## src/hw/rtl/fern_regressor_apply_macros.svh

```systemverilog
// Assertion macros shared by the fern regressor RTL.
// Expects clk and rst_n in the scope where a macro is used.
`ifndef FERN_REGRESSOR_APPLY_MACROS_SVH
`define FERN_REGRESSOR_APPLY_MACROS_SVH

// Same-cycle implication, checked outside reset.
`define FRA_ASSERT_IMP(label, cond, prop, msg) \
    label: assert property (@(posedge clk) disable iff (!rst_n) (cond) |-> (prop)) \
        else $error(msg);

// Next-cycle implication, checked outside reset.
`define FRA_ASSERT_NXT(label, cond, prop, msg) \
    label: assert property (@(posedge clk) disable iff (!rst_n) (cond) |=> (prop)) \
        else $error(msg);

`endif

```

## src/hw/rtl/fra_pkg.sv

```systemverilog
// Shared types and constants for the fern regressor.
// No dependencies; imported by every RTL module of the block.
package fra_pkg;

    localparam int MAX_TESTS_DEF     = 5;
    localparam int FEATURE_COUNT_DEF = 512;
    localparam int COEF_COUNT_DEF    = 256;
    localparam int MAX_ENTRIES_DEF   = 16;

    localparam int MODE_W    = 3;
    localparam int SLOT_W    = 3;
    localparam int FADDR_W   = 9;
    localparam int FEAT_W    = 16;
    localparam int THR_W     = 17;
    localparam int BIN_IN_W  = 5;
    localparam int ESLOT_W   = 4;
    localparam int CIDX_W    = 8;
    localparam int COEF_W    = 32;
    localparam int LEN_IN_W  = 5;
    localparam int BIN_OUT_W = 5;
    localparam int CFG_W     = 3;

    localparam int TESTS_RESET = 5;

    localparam logic signed [COEF_W-1:0] COEF_MAX = {1'b0, {(COEF_W-1){1'b1}}};
    localparam logic signed [COEF_W-1:0] COEF_MIN = {1'b1, {(COEF_W-1){1'b0}}};

    typedef enum logic [MODE_W-1:0] {
        MODE_FEATURE = 3'd0,
        MODE_TEST    = 3'd1,
        MODE_ENTRY   = 3'd2,
        MODE_LENGTH  = 3'd3,
        MODE_COEF_WR = 3'd4,
        MODE_APPLY   = 3'd5,
        MODE_COEF_RD = 3'd6
    } fra_mode_t;

    typedef enum logic {
        ALU_ADD = 1'b0,
        ALU_SUB = 1'b1
    } fra_alu_op_t;

    typedef struct packed {
        fra_alu_op_t              op;
        logic signed [COEF_W-1:0] a;
        logic signed [COEF_W-1:0] b;
    } fra_alu_req_t;

    typedef struct packed {
        logic signed [COEF_W-1:0] res;
        logic                     sat;
        logic                     pos;
    } fra_alu_rsp_t;

    typedef enum logic [3:0] {
        S_CLEAR,
        S_IDLE,
        S_TA,
        S_TB,
        S_TDIFF,
        S_TCMP,
        S_LEN,
        S_EREAD,
        S_EWAIT,
        S_ESUM
    } fra_state_t;

endpackage

```

## src/hw/rtl/fra_alu.sv

```systemverilog
// Shared add/subtract unit with 32-bit saturation and a positive flag.
// Depends on fra_pkg for the request and response structs.
module fra_alu (
    input  fra_pkg::fra_alu_req_t req,
    output fra_pkg::fra_alu_rsp_t rsp
);
    import fra_pkg::*;

    logic signed [COEF_W:0] a_ext;
    logic signed [COEF_W:0] b_ext;
    logic signed [COEF_W:0] sum;
    logic                   ovf;

    always_comb
    begin
        a_ext = {req.a[COEF_W-1], req.a};
        b_ext = {req.b[COEF_W-1], req.b};
        sum   = (req.op == ALU_SUB) ? (a_ext - b_ext) : (a_ext + b_ext);
        ovf   = (sum[COEF_W] != sum[COEF_W-1]);
        rsp.pos = !sum[COEF_W] && (sum != '0);
        rsp.sat = ovf;
        if (ovf)
        begin
            // clip toward the side the true sum lies on
            rsp.res = sum[COEF_W] ? COEF_MIN : COEF_MAX;
        end
        else
        begin
            rsp.res = sum[COEF_W-1:0];
        end
    end

endmodule

```

## config.mk

```make
export PLATFORM = sky130hd
export DESIGN_NAME = fra_alu
export DESIGN_NICKNAME = d
export VERILOG_FILES = /design/src/hw/rtl/fern_regressor_apply_macros.svh /design/src/hw/rtl/fra_pkg.sv /design/src/hw/rtl/fra_alu.sv
export SDC_FILE = /design/constraint.sdc
export NUM_CORES = 1
export LEC_CHECK = 0
export ABC_CLOCK_PERIOD_IN_PS = 16900
export BUFFER_PORTS_ARGS = -buffer_cell sky130_fd_sc_hd__clkbuf_2
export CAP_MARGIN = 20
export CORE_ASPECT_RATIO = 0.9
export CORE_MARGIN = 2
export CORE_UTILIZATION = 45
export DETAILED_ROUTE_END_ITERATION = 8
export GPL_TIMING_DRIVEN = 0
export MAX_ROUTING_LAYER = met4
export PLACE_DENSITY = 0.82
export SYNTH_ARGS = -nofsm -noshare
export SYNTH_HDL_FRONTEND = slang
export SYNTH_SLANG_ARGS = --single-unit
```

## constraint.sdc

```tcl
create_clock -name vclk -period 16.9
set_input_delay 3.38 -clock vclk [all_inputs]
set_output_delay 3.38 -clock vclk [all_outputs]
set_load 0.02 [all_outputs]
```

# ---- Word-level counts from Yosys, hierarchy flattened
# Index checks and enable logic that the tools add are counted.
dict set report word_totals {
  register_bits 0
  inputBits 65
  out_inout_bits 34
  wordCells 9
}
dict set report op_classes {
  addsub 2
  n_eq_ne 1
  muxes 3
  reduce_logical 3
}
# operator count
set ops {}
lappend ops {{$mux W32} 2}
lappend ops {{$add A32 B32 Y33} 1}
lappend ops {{$mux W33} 1}
lappend ops {{$reduce_bool A33 Y1} 1}
lappend ops {{$sub A32 B32 Y33} 1}
lappend ops {{$logic_and A1 B1 Y1} 1}
lappend ops {{$logic_not A1 Y1} 1}
lappend ops {{$ne A1 B1 Y1} 1}

# ---- Logic depth before layout (Yosys ltp)
dict set report logic_depth {
  depth_word 4
  mapped_depth 19
  depth_no_buf 18
}

# ---- Least setup slack after synthesis
# OpenSTA, ideal clock, no wires.
dict set report synth_timing {
  kind {input -> output}
  from {in req[10] (netlist name)}
  to {out rsp[10] (netlist name)}
  t_arrival_ns 7.675
  required_time_ns 13.520
  setup_slack_ns 5.845
  path_stages 15
  path_buffers 1
  cell_sequence {or4_4 > or4_4 > o31ai_1 > xnor2_1 > ha_1 > or2_2 > a21o_1 > o41a_1 > nor3_1 > o31ai_1 > a311o_1 > xor2_1 > clkbuf_1 > nor2_1 > o21ai_0}
}
# item line
set synth_rtl {}
lappend synth_rtl {{start: declaration} fra_alu.sv:4} ;# input fra_pkg::fra_alu_req_t req,
lappend synth_rtl {{end: declaration} fra_alu.sv:5} ;# output fra_pkg::fra_alu_rsp_t rsp

==> metrics.md <==
| Metric | Value |
|---|---|
| Status | finished, final reports clean |
| Number of port buffers | 98 |
| CP Max Fanout | 10 |
| Final setup viols | 0 |
| Post-synthesis simple-gate area fraction | 0.257 |
| P per Cell Area | 83.4 nW/µm² |
| Setup TNS | 0 ns |
| CP top delay family | simple AND/OR/NAND/NOR gates |
| Unrepaired setup endpoints after global routing | false |
| Gate Count Post-Synth | 440 |
| Chip width | 90.3 µm |
| Site Rows | 28 |
| CP arrival | 8.47 ns |
| Wl on met1 | 4490 µm |
| Max-cap violations | 0 |
| Post-synthesis mux area share | 0.00996 |
| Crit-path cells | clkbuf_2, inv_1, ha_1, nor3b_1, nand2_1, nor4_1, nor2b_1, nor2_1, xnor2_1, ha_1, a21oi_1, o21ai_0, nor3_1, o31ai_1, a311o_1, xor2_1, clkbuf_1, nor2_1, o21ai_0, clkbuf_2 |
| Sequential power share | 0 |
| Syn-to-layout area delta | 20.0% |
| Sw power | 187 µW |
| Diode count | 0 |
| Yosys cell types | 62 |
| Main area contributors after synthesis | ha_1, xnor2_1, a21oi_1 |
| Worst setup EP type | output port |
| Post-Route WL | 9350 µm |
| Worst min-delay path endpoint | rsp[2] |
| DR vias/cell | 5.93 |
| WL per Instance | 14.9 µm |
| Largest net degree at the start of global routing | 11 |
| Detail Route met2 WL | 4030 µm |
| Worst Path Buf+Inv | 4 |
| Internal power | 115 µW |
| Commonest non-fill, non-tap cell in the layout | clkbuf_2 |
| Clkbuf count | 0 |
| Met3 routed WL | 709 µm |
| Layout Nets | 639 |
| Seq_cells | 0 |
| Peak supply drop | 0.0308 mV |
| Final slew viol count | 0 |
| Largest family of logic cells by synthesized area | compound AO/OA/AOI/OAI gates |
| Period utilization | 0.701 |
| Synth Area in XOR/XNOR | 0.157 |
| Sequential cell area | 0 µm² |
| RePlAce Congestion | 0.962 |
| Vias in the first global route | 3281 |
| Die Span Y | 81.6 µm |
| Hold Buf Count CTS | 0 |
| Warnings from Yosys | 0 |
| Via count | 3726 |
| Drt drc | 0 |
| Relative slew margins | 0.472 |
| Hold path cells | 5 |
| Post-synthesis adder-cell area fraction | 0.213 |
| Kind of critical path | primary input to output port |
| Core Util, Final | 0.555 |
| Min-delay worst type | primary input to output port |
| Register area share after synthesis | 0 |
| Initial antenna violation count | 0 |
| Mapped Avg Cell Area | 6.85 µm² |
| Worst-margin pin slew | 0.782 ns |
| Area leader, netlist | ha_1 |
| Antenna-violating nets left | 0 |
| CP required | 13.52 ns |
| Top Layer Used | met4 |
| FMAX | 84.4 MHz |
| 1st-pass router iterations | 6 |
| Sw Share | 0.619 |
| Iteration-0 DRC count of the detailed router | 329 |
| Net count after synthesis | 539 |
| Crit start category | primary input |
| Clk pwr share | 0 |
| Leak | 1.55 nW |
| Layout cell share with drive strength beyond 1 | 0.238 |
| First-pass GRT wire length | 15100 µm |
| Final Hold Fails | 0 |
| Gate power share | 1.000 |
| Tmin final | 11.85 ns |
| Hpwl dp | 8060 µm |
| GR Overflow Total | 0 |
| GR Util All Layers | 0.246 |
| Postcts setup bufs | 0 |
| Max stage delay on crit path | 0.58 ns |
| Die area | 7370 µm² |
| Ports | 99 |
| Top-area cell type share of the netlist area | 0.137 |
| Initial core utilization | 0.463 |
| CTS resizes | 0 |
| Core area | 6520 µm² |
| Worst hold start | req[32] |
| Most frequent cells in the layout | clkbuf_2, a21oi_1, xnor2_1 |
| Compound-cell area share of the yosys netlist | 0.322 |
| Crit-path slowest cell | nor3b_1 |
| Synth Cell Area | 3010 µm² |
==> final cells by class <==
type                            instances  area (µm²)
Fill cell                             673        2900
Multi-Input combinational cell        412        2890
Timing Repair Buffer                   98         490
Tap cell                               90         113
Buffer                                 13        67.6
Inverter                               15        56.3
==> per-stage QoR <==
stage / power [mW] / area [µm²] / setup slack (ns) / cells / hold slack [ns]
global route: 0.328 / 3620 / 4.66 / 628 / 7.30
floorplan: 0.217 / 3010 / 5.85 / 440 / 7.02
global placement: 0.293 / 3620 / 5.27 / 628 / 7.23
finish: 0.302 / 3620 / 5.05 / 628 / 7.24
CTS: 0.299 / 3620 / 5.17 / 628 / 7.24
detailed placement: 0.298 / 3620 / 5.18 / 628 / 7.23
==> cells by family after synthesis <==
logic type | after synthesis
AOI/OAI and AO/OA | 151
adders and majority gates | 53
muxes | 3
xor gates and xnor gates | 54
and+or+nand+nor | 151
buffers and inverters | 28
==> synthesized netlist by cell type, drive strengths merged, types with 2 or more instances <==
| cell type | n |
|---|---|
| a211o | 2 |
| a211oi | 7 |
| a21o | 8 |
| a21oi | 48 |
| a311oi | 4 |
| a31oi | 7 |
| a41oi | 2 |
| and2 | 5 |
| and3 | 6 |
| buf | 3 |
| clkbuf | 10 |
| ha | 33 |
| inv | 15 |
| maj3 | 19 |
| mux2i | 3 |
| nand2 | 35 |
| nand2b | 7 |
| nand3 | 13 |
| nand4 | 5 |
| nor2 | 36 |
| nor2b | 4 |
| nor3 | 13 |
| nor3b | 4 |
| nor4 | 8 |
| o211ai | 8 |
| o21a | 5 |
| o21ai | 35 |
| o21bai | 3 |
| o311ai | 2 |
| o31a | 2 |
| o31ai | 6 |
| or2 | 2 |
| or3 | 3 |
| or4 | 6 |
| xnor2 | 38 |
| xor2 | 16 |
==> power groups by stage <==
stage / Sequential (mW) / Clock, mW / Combinational [mW]
2_1_floorplan: 0 / 0 / 0.217
3_3_place_gp: 0 / 0 / 0.293
3_5_place_dp: 0 / 0 / 0.298
4_1_cts: 0 / 0 / 0.299
5_1_grt: 0 / 0 / 0.328
6_report: 0 / 0 / 0.302
==> how the worst max path moves through the flow <==
stage | start | to | slack (ns) | depth (start not counted)
2_1_floorplan | req[10] | rsp[10] | 5.85 | 15
3_3_place_gp | req[10] | rsp[10] | 5.27 | 17
3_5_place_dp | req[0] | rsp[10] | 5.18 | 20
4_1_cts | req[0] | rsp[10] | 5.17 | 20
5_1_grt | req[0] | rsp[10] | 4.66 | 20
6_report | req[0] | rsp[10] | 5.05 | 20
==> layer usage <==
| metal | global-route usage | vias to the layer above |
|---|---|---|
| met2 | 0.393 | 172 |
| li1 | - | 1868 |
| met3 | 0.0266 | 12 |
| met4 | 0.0354 | 0 |
| met5 | - | - |
| met1 | 0.345 | 1674 |
No activity file was read; power rests on OpenSTA's default activity.
